[src/hw/rtl/l2h_pkg.sv]
// ============================================================================
// l2h_pkg
// Shared constants and command types for the streaming lookup2 string hash.
// ============================================================================
package l2h_pkg;

    // Start value of the three mixing words.
    localparam logic [31:0] GOLDEN_START = 32'h9e3779b9;

    // Bytes held back in the front end before a block is complete.
    localparam int TAIL_MAX = 11;

    // Work that the front end hands to the mixing core.
    typedef enum logic [1:0] {
        CMD_BLOCK,          // add a full block, then mix
        CMD_FINAL,          // add the tail and the length, then mix and emit
        CMD_BLOCK_FINAL     // add a full block, mix, add the length, mix and emit
    } cmd_kind_t;

    typedef struct packed {
        cmd_kind_t   kind;
        logic [31:0] word_a;
        logic [31:0] word_b;
        logic [31:0] word_c;
        logic [31:0] key_len;
    } cmd_t;

endpackage

[src/hw/rtl/l2h_front.sv]
// ============================================================================
// l2h_front
// Byte packer. Collects key bytes into 12-byte blocks, counts the key length
// and issues block and key-end commands to the command queue.
// ============================================================================
module l2h_front
(
    input  logic                clk,
    input  logic                rst_n,
    input  logic                in_valid,
    output logic                in_stall,
    input  logic [7:0]          data_byte,
    input  logic                byte_present,
    input  logic                last,
    input  logic                queue_full,
    output logic                cmd_push,
    output l2h_pkg::cmd_t       cmd_data
);

    localparam logic [3:0] TAIL_POS = 4'(l2h_pkg::TAIL_MAX);

    logic [3:0]  pos_reg;
    logic [3:0]  pos_next;
    logic [31:0] len_reg;
    logic [31:0] len_next;
    logic [7:0]  bytes_reg [0:l2h_pkg::TAIL_MAX-1];

    logic        accept;
    logic        full_block;
    logic [3:0]  fill;
    logic [31:0] len_plus;
    logic [7:0]  cur_bytes  [0:l2h_pkg::TAIL_MAX-1];
    logic [7:0]  tail_bytes [0:l2h_pkg::TAIL_MAX-1];

    always_comb
    begin
        accept     = in_valid && !queue_full;
        in_stall   = queue_full;
        full_block = byte_present && (pos_reg == TAIL_POS);
        fill       = pos_reg + {3'b000, byte_present};
        len_plus   = len_reg + {31'd0, byte_present};

        for (int i = 0; i < l2h_pkg::TAIL_MAX; i++)
        begin
            cur_bytes[i] = (byte_present && (pos_reg == 4'(i))) ? data_byte : bytes_reg[i];
            // Positions past the end of the tail may still hold bytes of an earlier key.
            tail_bytes[i] = (4'(i) < fill) ? cur_bytes[i] : 8'h00;
        end

        cmd_data.key_len = len_plus;
        if (full_block)
        begin
            cmd_data.kind   = last ? l2h_pkg::CMD_BLOCK_FINAL : l2h_pkg::CMD_BLOCK;
            cmd_data.word_a = {cur_bytes[3], cur_bytes[2], cur_bytes[1], cur_bytes[0]};
            cmd_data.word_b = {cur_bytes[7], cur_bytes[6], cur_bytes[5], cur_bytes[4]};
            cmd_data.word_c = {data_byte, cur_bytes[10], cur_bytes[9], cur_bytes[8]};
        end
        else
        begin
            // In the tail the low byte of c is left free for the length.
            cmd_data.kind   = l2h_pkg::CMD_FINAL;
            cmd_data.word_a = {tail_bytes[3], tail_bytes[2], tail_bytes[1], tail_bytes[0]};
            cmd_data.word_b = {tail_bytes[7], tail_bytes[6], tail_bytes[5], tail_bytes[4]};
            cmd_data.word_c = {tail_bytes[10], tail_bytes[9], tail_bytes[8], 8'h00};
        end

        cmd_push = accept && (full_block || last);

        pos_next = pos_reg;
        len_next = len_reg;
        if (accept)
        begin
            if (last)
            begin
                pos_next = 4'd0;
                len_next = 32'd0;
            end
            else
            begin
                pos_next = full_block ? 4'd0 : fill;
                len_next = len_plus;
            end
        end
    end

    always_ff @(posedge clk or negedge rst_n)
    begin
        if (!rst_n)
        begin
            pos_reg <= 4'd0;
            len_reg <= 32'd0;
        end
        else
        begin
            pos_reg <= pos_next;
            len_reg <= len_next;
        end
    end

    always_ff @(posedge clk)
    begin
        if (accept && byte_present && !full_block)
        begin
            bytes_reg[pos_reg] <= data_byte;
        end
    end

`ifndef SYNTHESIS
    a_pos_range: assert property (@(posedge clk) disable iff (!rst_n)
        pos_reg <= TAIL_POS)
        else $error("front: block position out of range");

    a_key_restart: assert property (@(posedge clk) disable iff (!rst_n)
        (accept && last) |=> (pos_reg == 4'd0 && len_reg == 32'd0))
        else $error("front: key state not cleared after key end");
`endif

endmodule

[src/hw/rtl/l2h_cmd_fifo.sv]
// ============================================================================
// l2h_cmd_fifo
// Small command queue between the byte packer and the mixing core.
// ============================================================================
module l2h_cmd_fifo #(
    parameter int DEPTH = 4
)
(
    input  logic            clk,
    input  logic            rst_n,
    input  logic            push,
    input  l2h_pkg::cmd_t   push_data,
    output logic            full,
    input  logic            pop,
    output l2h_pkg::cmd_t   pop_data,
    output logic            empty
);

    localparam int AW = (DEPTH > 1) ? $clog2(DEPTH) : 1;
    localparam int CW = $clog2(DEPTH + 1);
    localparam logic [AW-1:0] LAST_PTR = AW'(DEPTH - 1);
    localparam logic [CW-1:0] FULL_CNT = CW'(DEPTH);

    l2h_pkg::cmd_t   mem_reg [0:DEPTH-1];
    logic [AW-1:0]   wr_ptr_reg;
    logic [AW-1:0]   wr_ptr_next;
    logic [AW-1:0]   rd_ptr_reg;
    logic [AW-1:0]   rd_ptr_next;
    logic [CW-1:0]   count_reg;
    logic [CW-1:0]   count_next;
    logic            do_push;
    logic            do_pop;

    always_comb
    begin
        full     = (count_reg == FULL_CNT);
        empty    = (count_reg == '0);
        do_push  = push && !full;
        do_pop   = pop && !empty;
        pop_data = mem_reg[rd_ptr_reg];

        wr_ptr_next = wr_ptr_reg;
        rd_ptr_next = rd_ptr_reg;
        count_next  = count_reg;
        if (do_push)
        begin
            wr_ptr_next = (wr_ptr_reg == LAST_PTR) ? '0 : wr_ptr_reg + 1'b1;
        end
        if (do_pop)
        begin
            rd_ptr_next = (rd_ptr_reg == LAST_PTR) ? '0 : rd_ptr_reg + 1'b1;
        end
        if (do_push && !do_pop)
        begin
            count_next = count_reg + 1'b1;
        end
        else if (do_pop && !do_push)
        begin
            count_next = count_reg - 1'b1;
        end
    end

    always_ff @(posedge clk or negedge rst_n)
    begin
        if (!rst_n)
        begin
            wr_ptr_reg <= '0;
            rd_ptr_reg <= '0;
            count_reg  <= '0;
        end
        else
        begin
            wr_ptr_reg <= wr_ptr_next;
            rd_ptr_reg <= rd_ptr_next;
            count_reg  <= count_next;
        end
    end

    always_ff @(posedge clk)
    begin
        if (do_push)
        begin
            mem_reg[wr_ptr_reg] <= push_data;
        end
    end

`ifndef SYNTHESIS
    a_count_range: assert property (@(posedge clk) disable iff (!rst_n)
        count_reg <= FULL_CNT)
        else $error("cmd queue: occupancy exceeds depth");

    a_no_overflow: assert property (@(posedge clk) disable iff (!rst_n)
        push |-> !full)
        else $error("cmd queue: push while full");
`endif

endmodule

[src/hw/rtl/l2h_mix_core.sv]
// ============================================================================
// l2h_mix_core
// Mixing core. Adds block and tail words into a, b and c, mixes one round per
// cycle (the last waits while a hash is unread), and registers the output hash.
// ============================================================================
module l2h_mix_core
(
    input  logic            clk,
    input  logic            rst_n,
    input  logic            cmd_valid,
    input  l2h_pkg::cmd_t   cmd_data,
    output logic            cmd_pop,
    output logic            out_valid,
    input  logic            out_stall,
    output logic [31:0]     hash_value
);

    localparam int         MIX_STEPS = 9;
    localparam logic [3:0] MIX_LAST  = 4'(MIX_STEPS - 1);

    typedef enum logic {
        S_IDLE,
        S_MIX
    } state_t;

    typedef enum logic [1:0] {
        TGT_A,
        TGT_B,
        TGT_C
    } mix_target_t;

    // The nine rounds update a, b, c in turn.
    function automatic mix_target_t mix_target(input logic [3:0] step);
        mix_target_t t;
        unique case (step)
            4'd0, 4'd3, 4'd6: t = TGT_A;
            4'd1, 4'd4, 4'd7: t = TGT_B;
            default:          t = TGT_C;
        endcase
        return t;
    endfunction

    function automatic logic [4:0] mix_shift(input logic [3:0] step);
        logic [4:0] s;
        unique case (step)
            4'd0:    s = 5'd13;
            4'd1:    s = 5'd8;
            4'd2:    s = 5'd13;
            4'd3:    s = 5'd12;
            4'd4:    s = 5'd16;
            4'd5:    s = 5'd5;
            4'd6:    s = 5'd3;
            4'd7:    s = 5'd10;
            default: s = 5'd15;
        endcase
        return s;
    endfunction

    state_t      state_reg;
    state_t      state_next;
    logic [3:0]  step_reg;
    logic [3:0]  step_next;
    logic [31:0] a_reg;
    logic [31:0] a_next;
    logic [31:0] b_reg;
    logic [31:0] b_next;
    logic [31:0] c_reg;
    logic [31:0] c_next;
    logic [31:0] len_reg;
    logic [31:0] len_next;
    logic        final_after_reg;
    logic        final_after_next;
    logic        emit_reg;
    logic        emit_next;
    logic        out_valid_reg;
    logic        out_valid_next;
    logic [31:0] hash_reg;
    logic [31:0] hash_next;

    logic [31:0] ra;
    logic [31:0] rb;
    logic [31:0] rc;
    logic [4:0]  sh;
    logic        last_step;
    logic        out_free;

    always_comb
    begin
        sh = mix_shift(step_reg);
        ra = a_reg;
        rb = b_reg;
        rc = c_reg;
        unique case (mix_target(step_reg))
            TGT_A:   ra = (a_reg - b_reg - c_reg) ^ (c_reg >> sh);
            TGT_B:   rb = (b_reg - c_reg - a_reg) ^ (a_reg << sh);
            default: rc = (c_reg - a_reg - b_reg) ^ (b_reg >> sh);
        endcase

        last_step = (step_reg == MIX_LAST);
        out_free  = !out_valid_reg || !out_stall;
        cmd_pop   = (state_reg == S_IDLE) && cmd_valid;

        state_next       = state_reg;
        step_next        = step_reg;
        a_next           = a_reg;
        b_next           = b_reg;
        c_next           = c_reg;
        len_next         = len_reg;
        final_after_next = final_after_reg;
        emit_next        = emit_reg;
        hash_next        = hash_reg;
        out_valid_next   = out_valid_reg && out_stall;

        unique case (state_reg)
            S_IDLE:
            begin
                if (cmd_valid)
                begin
                    a_next           = a_reg + cmd_data.word_a;
                    b_next           = b_reg + cmd_data.word_b;
                    c_next           = c_reg + cmd_data.word_c
                                     + ((cmd_data.kind == l2h_pkg::CMD_FINAL)
                                        ? cmd_data.key_len : 32'd0);
                    len_next         = cmd_data.key_len;
                    final_after_next = (cmd_data.kind == l2h_pkg::CMD_BLOCK_FINAL);
                    emit_next        = (cmd_data.kind != l2h_pkg::CMD_BLOCK);
                    step_next        = 4'd0;
                    state_next       = S_MIX;
                end
            end
            default:
            begin
                if (!last_step)
                begin
                    a_next    = ra;
                    b_next    = rb;
                    c_next    = rc;
                    step_next = step_reg + 4'd1;
                end
                else if (final_after_reg)
                begin
                    // Block ended exactly on the key end: an empty tail follows.
                    a_next           = ra;
                    b_next           = rb;
                    c_next           = rc + len_reg;
                    step_next        = 4'd0;
                    final_after_next = 1'b0;
                end
                else if (!emit_reg)
                begin
                    a_next     = ra;
                    b_next     = rb;
                    c_next     = rc;
                    step_next  = 4'd0;
                    state_next = S_IDLE;
                end
                else if (out_free)
                begin
                    hash_next      = rc;
                    out_valid_next = 1'b1;
                    a_next         = l2h_pkg::GOLDEN_START;
                    b_next         = l2h_pkg::GOLDEN_START;
                    c_next         = l2h_pkg::GOLDEN_START;
                    emit_next      = 1'b0;
                    step_next      = 4'd0;
                    state_next     = S_IDLE;
                end
            end
        endcase
    end

    always_ff @(posedge clk or negedge rst_n)
    begin
        if (!rst_n)
        begin
            state_reg       <= S_IDLE;
            step_reg        <= 4'd0;
            a_reg           <= l2h_pkg::GOLDEN_START;
            b_reg           <= l2h_pkg::GOLDEN_START;
            c_reg           <= l2h_pkg::GOLDEN_START;
            final_after_reg <= 1'b0;
            emit_reg        <= 1'b0;
            out_valid_reg   <= 1'b0;
        end
        else
        begin
            state_reg       <= state_next;
            step_reg        <= step_next;
            a_reg           <= a_next;
            b_reg           <= b_next;
            c_reg           <= c_next;
            final_after_reg <= final_after_next;
            emit_reg        <= emit_next;
            out_valid_reg   <= out_valid_next;
        end
    end

    always_ff @(posedge clk)
    begin
        len_reg  <= len_next;
        hash_reg <= hash_next;
    end

    assign out_valid  = out_valid_reg;
    assign hash_value = hash_reg;

`ifndef SYNTHESIS
    a_pop_starts_mix: assert property (@(posedge clk) disable iff (!rst_n)
        cmd_pop |=> (state_reg == S_MIX && step_reg == 4'd0))
        else $error("mix core: command taken without starting a mix");

    a_emit_restarts: assert property (@(posedge clk) disable iff (!rst_n)
        (state_reg == S_MIX && last_step && !final_after_reg && emit_reg && out_free)
        |=> (out_valid_reg && a_reg == l2h_pkg::GOLDEN_START
             && b_reg == l2h_pkg::GOLDEN_START && c_reg == l2h_pkg::GOLDEN_START))
        else $error("mix core: hash emitted without restarting key state");
`endif

endmodule

[src/hw/rtl/lookup2_string_hash.sv]
// ============================================================================
// lookup2_string_hash
// Streaming 32-bit lookup2 hash of a key delivered one byte per transaction.
// ============================================================================
// The block takes one key byte per cycle as long as its command queue has
// room. Every twelfth byte, and every key end, becomes one command for the
// mixing core, which adds the words and then runs the nine mix rounds, one
// round per cycle; when the key ends on the twelfth byte of a block it then
// adds the length and runs the nine rounds again. Long keys stream at one
// byte per cycle; a stream of short keys is paced by the mixing core. A
// transaction with byte_present low and last high ends the key without
// adding a byte (the empty key when no bytes came before); one with both low
// is ignored. The hash leaves through an output register, so the core keeps
// working while a result waits to be taken, up to the point where the next
// hash is ready.
// ============================================================================
module lookup2_string_hash #(
    parameter int QUEUE_DEPTH = 4
)
(
    input  logic        clk,
    input  logic        rst_n,
    input  logic        in_valid,
    output logic        in_stall,
    input  logic [7:0]  data_byte,
    input  logic        byte_present,
    input  logic        last,
    output logic        out_valid,
    input  logic        out_stall,
    output logic [31:0] hash_value
);

    logic          queue_full;
    logic          queue_empty;
    logic          cmd_push;
    logic          cmd_pop;
    l2h_pkg::cmd_t push_cmd;
    l2h_pkg::cmd_t pop_cmd;

    l2h_front u_front
    (
        .clk          (clk),
        .rst_n        (rst_n),
        .in_valid     (in_valid),
        .in_stall     (in_stall),
        .data_byte    (data_byte),
        .byte_present (byte_present),
        .last         (last),
        .queue_full   (queue_full),
        .cmd_push     (cmd_push),
        .cmd_data     (push_cmd)
    );

    l2h_cmd_fifo #(
        .DEPTH (QUEUE_DEPTH)
    ) u_queue
    (
        .clk       (clk),
        .rst_n     (rst_n),
        .push      (cmd_push),
        .push_data (push_cmd),
        .full      (queue_full),
        .pop       (cmd_pop),
        .pop_data  (pop_cmd),
        .empty     (queue_empty)
    );

    l2h_mix_core u_mix
    (
        .clk        (clk),
        .rst_n      (rst_n),
        .cmd_valid  (!queue_empty),
        .cmd_data   (pop_cmd),
        .cmd_pop    (cmd_pop),
        .out_valid  (out_valid),
        .out_stall  (out_stall),
        .hash_value (hash_value)
    );

endmodule
[config.mk]
export PLATFORM = sky130hd
export DESIGN_NAME = lookup2_string_hash
export DESIGN_NICKNAME = d
export VERILOG_FILES = /design/src/hw/rtl/l2h_pkg.sv /design/src/hw/rtl/l2h_front.sv /design/src/hw/rtl/l2h_cmd_fifo.sv /design/src/hw/rtl/l2h_mix_core.sv /design/src/hw/rtl/lookup2_string_hash.sv
export SDC_FILE = /design/constraint.sdc
export NUM_CORES = 2
export LEC_CHECK = 0
export BUFFER_PORTS_ARGS = -buffer_cell sky130_fd_sc_hd__buf_4
export CAP_MARGIN = 0
export CORE_MARGIN = 5
export CORE_UTILIZATION = 55
export DETAILED_ROUTE_END_ITERATION = 10
export GPL_TIMING_DRIVEN = 0
export PLACE_DENSITY = 0.73
export SETUP_SLACK_MARGIN = 0.15
export SLEW_MARGIN = 15
export SYNTH_ARGS = -nofsm -noshare
export SYNTH_HDL_FRONTEND = slang
export SYNTH_SLANG_ARGS = --single-unit
[constraint.sdc]
create_clock -name clk -period 11.54 [get_ports clk]
set_input_delay 0.577 -clock clk [delete_from_list [all_inputs] [get_ports clk]]
set_output_delay 0.577 -clock clk [all_outputs]
set_load 0.02 [all_outputs]
-- Word level (Yosys, flattened, before mapping)
Memory sizes are Yosys's and may differ from the RTL's.
Index checks and enable logic that the tools add are counted.
- memories kept: 3
- input port bits: 14
- ROM bits: 40
- flip-flop bits (word level): 211
- bits in writable memories: 608
- reduce and logical (&&, ||, !) cells: 45
- magnitude comparators: 11
- equal/unequal tests: 27
- bitwise logic cells: 6
- muxes and demuxes: 81
- $add $sub $neg: 18
- shift-type cells: 3
- memories (name ; words ; width ; read ports ; clocked after Yosys merged registers in ; wr ports ; line ; RTL):
    u_queue.mem_reg ; 4 ; 130 ; 1 ; 0 ; 1 ; l2h_cmd_fifo.sv:24 ; l2h_pkg::cmd_t mem_reg [0:DEPTH-1];
    u_front.bytes_reg ; 11 ; 8 ; 11 ; 0 ; 1 ; l2h_front.sv:26 ; logic [7:0] bytes_reg [0:l2h_pkg::TAIL_MAX-1];
    (name not given) ; 8 ; 5 ; 1 ; 0 ; 0 ; l2h_mix_core.sv:45 ; unique case (step)
- operator list (operator ; number):
    $mux W32 ; 21
    $sub A32 B32 Y32 ; 6
    $mux W8 ; 22
    $add A32 B32 Y32 ; 5
    $mux W98 ; 1
    $xor A32 B32 Y32 ; 3
    $shr A32 B5 Y32 ; 2
    $add A32 B1 Y32 ; 1
    $mux W4 ; 8
    $shl A32 B5 Y32 ; 1
    $eq A4 B3 Y1 const B ; 7
    $logic_and A1 B1 Y1 ; 22
    $mux W1 ; 22
    $eq A4 B4 Y1 const B ; 5
    $lt A3 B4 Y1 const A ; 4
    $eq A4 B2 Y1 const B ; 3
    $lt A4 B4 Y1 const A ; 3
    $eq A4 B1 Y1 const B ; 2
    $logic_not A4 Y1 ; 2
    $lt A1 B4 Y1 const A ; 2
    $lt A2 B4 Y1 const A ; 2
    $logic_not A1 Y1 ; 7
    $eq A2 B2 Y1 const B ; 3
    $mux W2 ; 3
    other kinds (23) ; 34

-- Depth between registers and ports, before layout
- depth after elaboration: 10
- depth in mapped cells: 27
- gate-level depth less buffers: 25

-- Hierarchy
A second synthesis with hierarchy kept.
- cells, all modules: 4582
- area total of the unflattened synthesis: 53015.8 µm²
- by module, submodules not included (module ; times used ; area each (µm²) ; cells an instance ; seq. area each (µm²)):
    l2h_mix_core ; 1 ; 27121.0 ; 3221 ; 4599.4
    l2h_cmd_fifo ; 1 ; 19187.2 ; 717 ; 15790.1
    l2h_front ; 1 ; 6703.9 ; 643 ; 3543.4
    lookup2_string_hash ; 1 ; 3.8 ; 1 ; 0.0

-- Least setup slack after synthesis
OpenSTA, ideal clock, no wires.
- path kind: register to register
- start point: register u_mix.a_reg[0]
- end point: register u_mix.c_reg[31]
- period minus slack after synthesis: 5.508 ns
- buffers on the path: 1
- stages on the path, launching flop included: 24
- path slack: 6.032 ns
- arrival: 5.447 ns
- setup time: 0.061 ns
- data required time: 11.479 ns
- path through: dfstp_2 -> clkbuf_1 -> inv_1 -> fa_1 -> fa_1 -> a211o_1 -> a2111oi_0 -> nor2_1 -> o21a_1 -> a211oi_1 -> xnor2_1 -> xnor2_1 -> nand2_1 -> o21ai_0 -> ha_1 -> a21oi_1 -> o21ai_0 -> a221o_1 -> o211ai_1 -> a41oi_1 -> o21ai_0 -> xnor3_1 -> a21oi_1 -> o22a_1
- word-level cells in the longest chain between the ends: 8
- elaborated cells on any way between the ends: 9
- ends and longest elaborated chain (what ; line ; RTL):
    from (decl) ; l2h_mix_core.sv:63 ; logic [31:0] a_reg;
    from (signal assigned) ; l2h_mix_core.sv:178 ; a_reg <= l2h_pkg::GOLDEN_START;
    from (signal assigned) ; l2h_mix_core.sv:189 ; a_reg <= a_next;
    $sub A32 B32 Y32 (2 in a row) ; l2h_mix_core.sv:96 ; default: rc = (c_reg - a_reg - b_reg) ^ (b_reg >> sh);
    $xor A32 B32 Y32 ; l2h_mix_core.sv:96 ;
    $mux W32 ; l2h_mix_core.sv:93 ; unique case (mix_target(step_reg))
    net u_mix.rc[12] ; l2h_mix_core.sv:82 ; logic [31:0] rc;
    $add A32 B32 Y32 ; l2h_mix_core.sv:145 ; c_next = rc + len_reg;
    $mux W32 ; l2h_mix_core.sv:140 ; else if (final_after_reg)
    $mux W32 ; l2h_mix_core.sv:133 ; if (!last_step)
    $mux W32 ; l2h_mix_core.sv:114 ; unique case (state_reg)
    to (signal assigned) ; l2h_mix_core.sv:180 ; c_reg <= l2h_pkg::GOLDEN_START;
    to (signal assigned) ; l2h_mix_core.sv:191 ; c_reg <= c_next;
    to (decl) ; l2h_mix_core.sv:67 ; logic [31:0] c_reg;
The timed path passes the listed nets, and every way through them passes these cells.
A chain may end at the register's enable or synchronous reset.

-- Final worst setup path
Ends and elaborated chain as after synthesis.

==> impl_metrics.ini <==
[routing]
vias = 40892
routed_wl_um = 203000
viasPerCell = 6.79
drc = 0
post_drt_wl_per_cell_um = 33.7
top_layer_used = met5
wl_met1_um = 78200
dr.pass1.iters = 8
dr_wl_met3_um = 22300
dr_wl_met2_um = 87200
first_iter_violations = 5750
ant_nets = 0

[global_route]
grt.overflow.total = 0
grt_max_degree = 79
grt_pass1_wl_um = 286000
grt_pass1_vias = 38805
grt_usage = 0.392
antenna_found_initial = 2

[critical_path]
slowest_stage = a2111oi_0
worstPathCellList = clkbuf_1 > inv_1 > fa_1 > fa_1 > a211o_1 > a2111oi_0 > nor2_1 > o21a_1 > a211oi_1 > xnor2_1 > xnor2_1 > nand2_1 > o21ai_0 > ha_1 > a21oi_1 > o21ai_0 > a221o_1 > o211ai_1 > a41oi_1 > o21ai_0 > xnor3_1 > a21oi_1 > o22a_1
cp.arrival_ns = 8.47
worst_setup_path_end_kind = register
crit_required_ns = 12.15
cp_max_fo = 8
path_delay_family = compound AO/OA/AOI/OAI gates
slowest_delay_ns = 0.91
critPathKind = reg2reg
crit_buf_inv = 2
crit_top_cell = o21ai_0
start_kind = register

[final_layout]
multi_input_area_um2 = 26500
layout_commonest_cell = edfxtp_1
syn2layout_area_growth_pct = 9.94
drive_above_1_share = 0.106
seqCellArea_um2 = 23900
mostFrequentLayoutCells = edfxtp_1 (672), nand2_1 (396), nor2_1 (311), a21oi_1 (290), mux2i_1 (248)
largest_register_ffs = 520
fill_cells = 7525
nets = 5069

[floorplan]
dieArea_um2 = 101000
core-area_um2 = 94600
placementRows = 113
die_h_um = 318
io_pins = 48
die_w_um = 318
start_util = 0.552

[clock_network]
cts_root_buf = clkbuf_16
post_cts_buffers = 0
cts_inserted_buffers = 85
cts_tree = yes
clkSlewWorstSetupHoldPaths_ns = 0.07
htreeDepth = 3
cts_buffer_depth = 3
worstSkewPairLatency_ns = 0.71
cts.sinks = 819
holdBufCountCts = 1
cts_resized = 0

[sta]
worstMarginPinSlew_ns = 1.34
skew_ns = 0.0516
slew_headroom = 0.0965
setup_violations = 0
finalSetupTns_ns = 0
hold_violations = 0
grt_setup_unrepaired = no
min_period_ns = 7.86
maxSlewViolCount = 0
period_share = 0.681
max_freq_ghz = 0.127

[synthesis]
synth_area_leaders = edfxtp_1 (39%), mux4_2 (6.3%), ha_1 (5.8%)
synth_nets = 4921
yosys.area.top_type = edfxtp_1
syn_area_per_cell_um2 = 11.5
ys_warn_count = 0
synthArstFlopShare = 0.179
synth.distinct_cells = 96
yosysTopAreaCellShare = 0.387
synth_cells = 4536
ys_ff_latch = 819
netlist_area_um2 = 52200
synth-seq-area-share = 0.459
yosys_most_used_dff = edfxtp_1
synth_edf_count = 672

[run]
max_cap_viol_count = 0

[placed_design]
portBuffers = 46
hpwl_um = 157000
gp_congestion = 1.10

[hold_path]
min_path_type = in2reg

[outcome]
status = completed
[logic make-up (layout without fill, tap and decap cells)]
group,after synthesis,in the layout,share of synthesized area
adders and majority gates,371,371,0.108
DFF,819,819,0.459
AOI/OAI and AO/OA,1081,1081,0.135
xor gates and xnor gates,333,333,0.0565
muxes,409,409,0.114
and+or+nand+nor,1081,1081,0.0933
other,0,3,0
buffers and inverters,442,662,0.0347
[cell usage after synthesis (11+ instances only)]
cell and count:
clkbuf_1 120, a22oi_1 36, nand4_1 30, dfrtp_1 87, ha_1 242, a211oi_1 47, mux2i_1 248, o21bai_1 16
and2_1 29, inv_1 243, buf_2 23, o22ai_1 46, o21a_1 35, mux4_2 147, o221ai_1 14, nor3_1 69
nand2b_1 32, mux2_2 12, nor2_1 311, o31ai_1 26, a22o_1 25, nand3_1 90, o211ai_1 31, o21ai_0 232
dfstp_2 60, edfxtp_1 672, xnor2_1 214, buf_4 12, nand2_1 396, a222oi_1 17, and3_1 38, buf_1 33
xor2_1 117, a21oi_1 291, a21o_1 80, fa_1 129, a31oi_1 35, or3_1 11, a221oi_1 16, nor2b_1 21
[area by class of cell]
cell class                 instances  share of cell area
multi-input combinational       3275               0.461
sequential                       819               0.417
clock buffer                     105              0.0389
tap                             1265              0.0276
inverter                         245              0.0160
buffer                           197              0.0157
timing repair buffer              61              0.0119
clock inverter                    54              0.0111
antenna                            3            0.000131
[worst reg2reg max path, delay by kind of cell, from the launching register on]
| kind | cells | cell delay, ns |
|---|---|---|
| AO/OA/AOI/OAI | 13 | 4.05 |
| buffers and inverters | 2 | 0.84 |
| adder cells (fa/ha/maj) | 3 | 1.34 |
| AND/OR/NAND/NOR | 2 | 0.25 |
| XOR/XNOR | 3 | 0.65 |
| flip-flops | 1 | 0.65 |
[per-stage QoR]
stage | hold slack, ns | setup slack, ns | cells | util | cell area [um^2]
after floorplan | 0.281 | 6.03 | 4536 | - | 52200
after global placement | 0.468 | 3.87 | 5847 | 0.572 | 54100
after detailed placement | 0.482 | 3.79 | 5861 | 0.576 | 54500
after CTS | 0.209 | 3.80 | 6021 | 0.606 | 57300
after global routing | 0.249 | 3.48 | 6021 | 0.606 | 57400
final | 0.228 | 3.68 | 6024 | 0.606 | 57400
[per-layer routing]
layer / global-route usage / vias up
met4: 0.227 / 4
met5: 0 / -
met1: 0.525 / 20397
met2: 0.577 / 2641
met3: 0.107 / 646
li1: - / 17204
[final timing paths]
check                                               start                        endpoint  slack [ns]  depth (start not counted)
setup / recovery               u_mix.a_reg[0]$_DFFE_PN1P_     u_mix.c_reg[31]$_DFFE_PN1P_        3.68                         23
hold / removal                                  out_stall       u_mix.state_reg$_DFF_PN0_        0.23                          3
setup reg to reg               u_mix.a_reg[0]$_DFFE_PN1P_     u_mix.c_reg[31]$_DFFE_PN1P_        3.68                         23
hold reg to reg            u_front.len_reg[0]$_DFFE_PN0P_  u_front.len_reg[0]$_DFFE_PN0P_        0.49                          2
max in group asynchronous                           rst_n      u_mix.b_reg[3]$_DFFE_PN1P_       10.07                          3
min in group asynchronous                           rst_n  u_front.len_reg[8]$_DFFE_PN0P_        0.48                          2
Power is not shown: default switching activity piles up to over one toggle a cycle in this logic, so the estimate is an artifact.
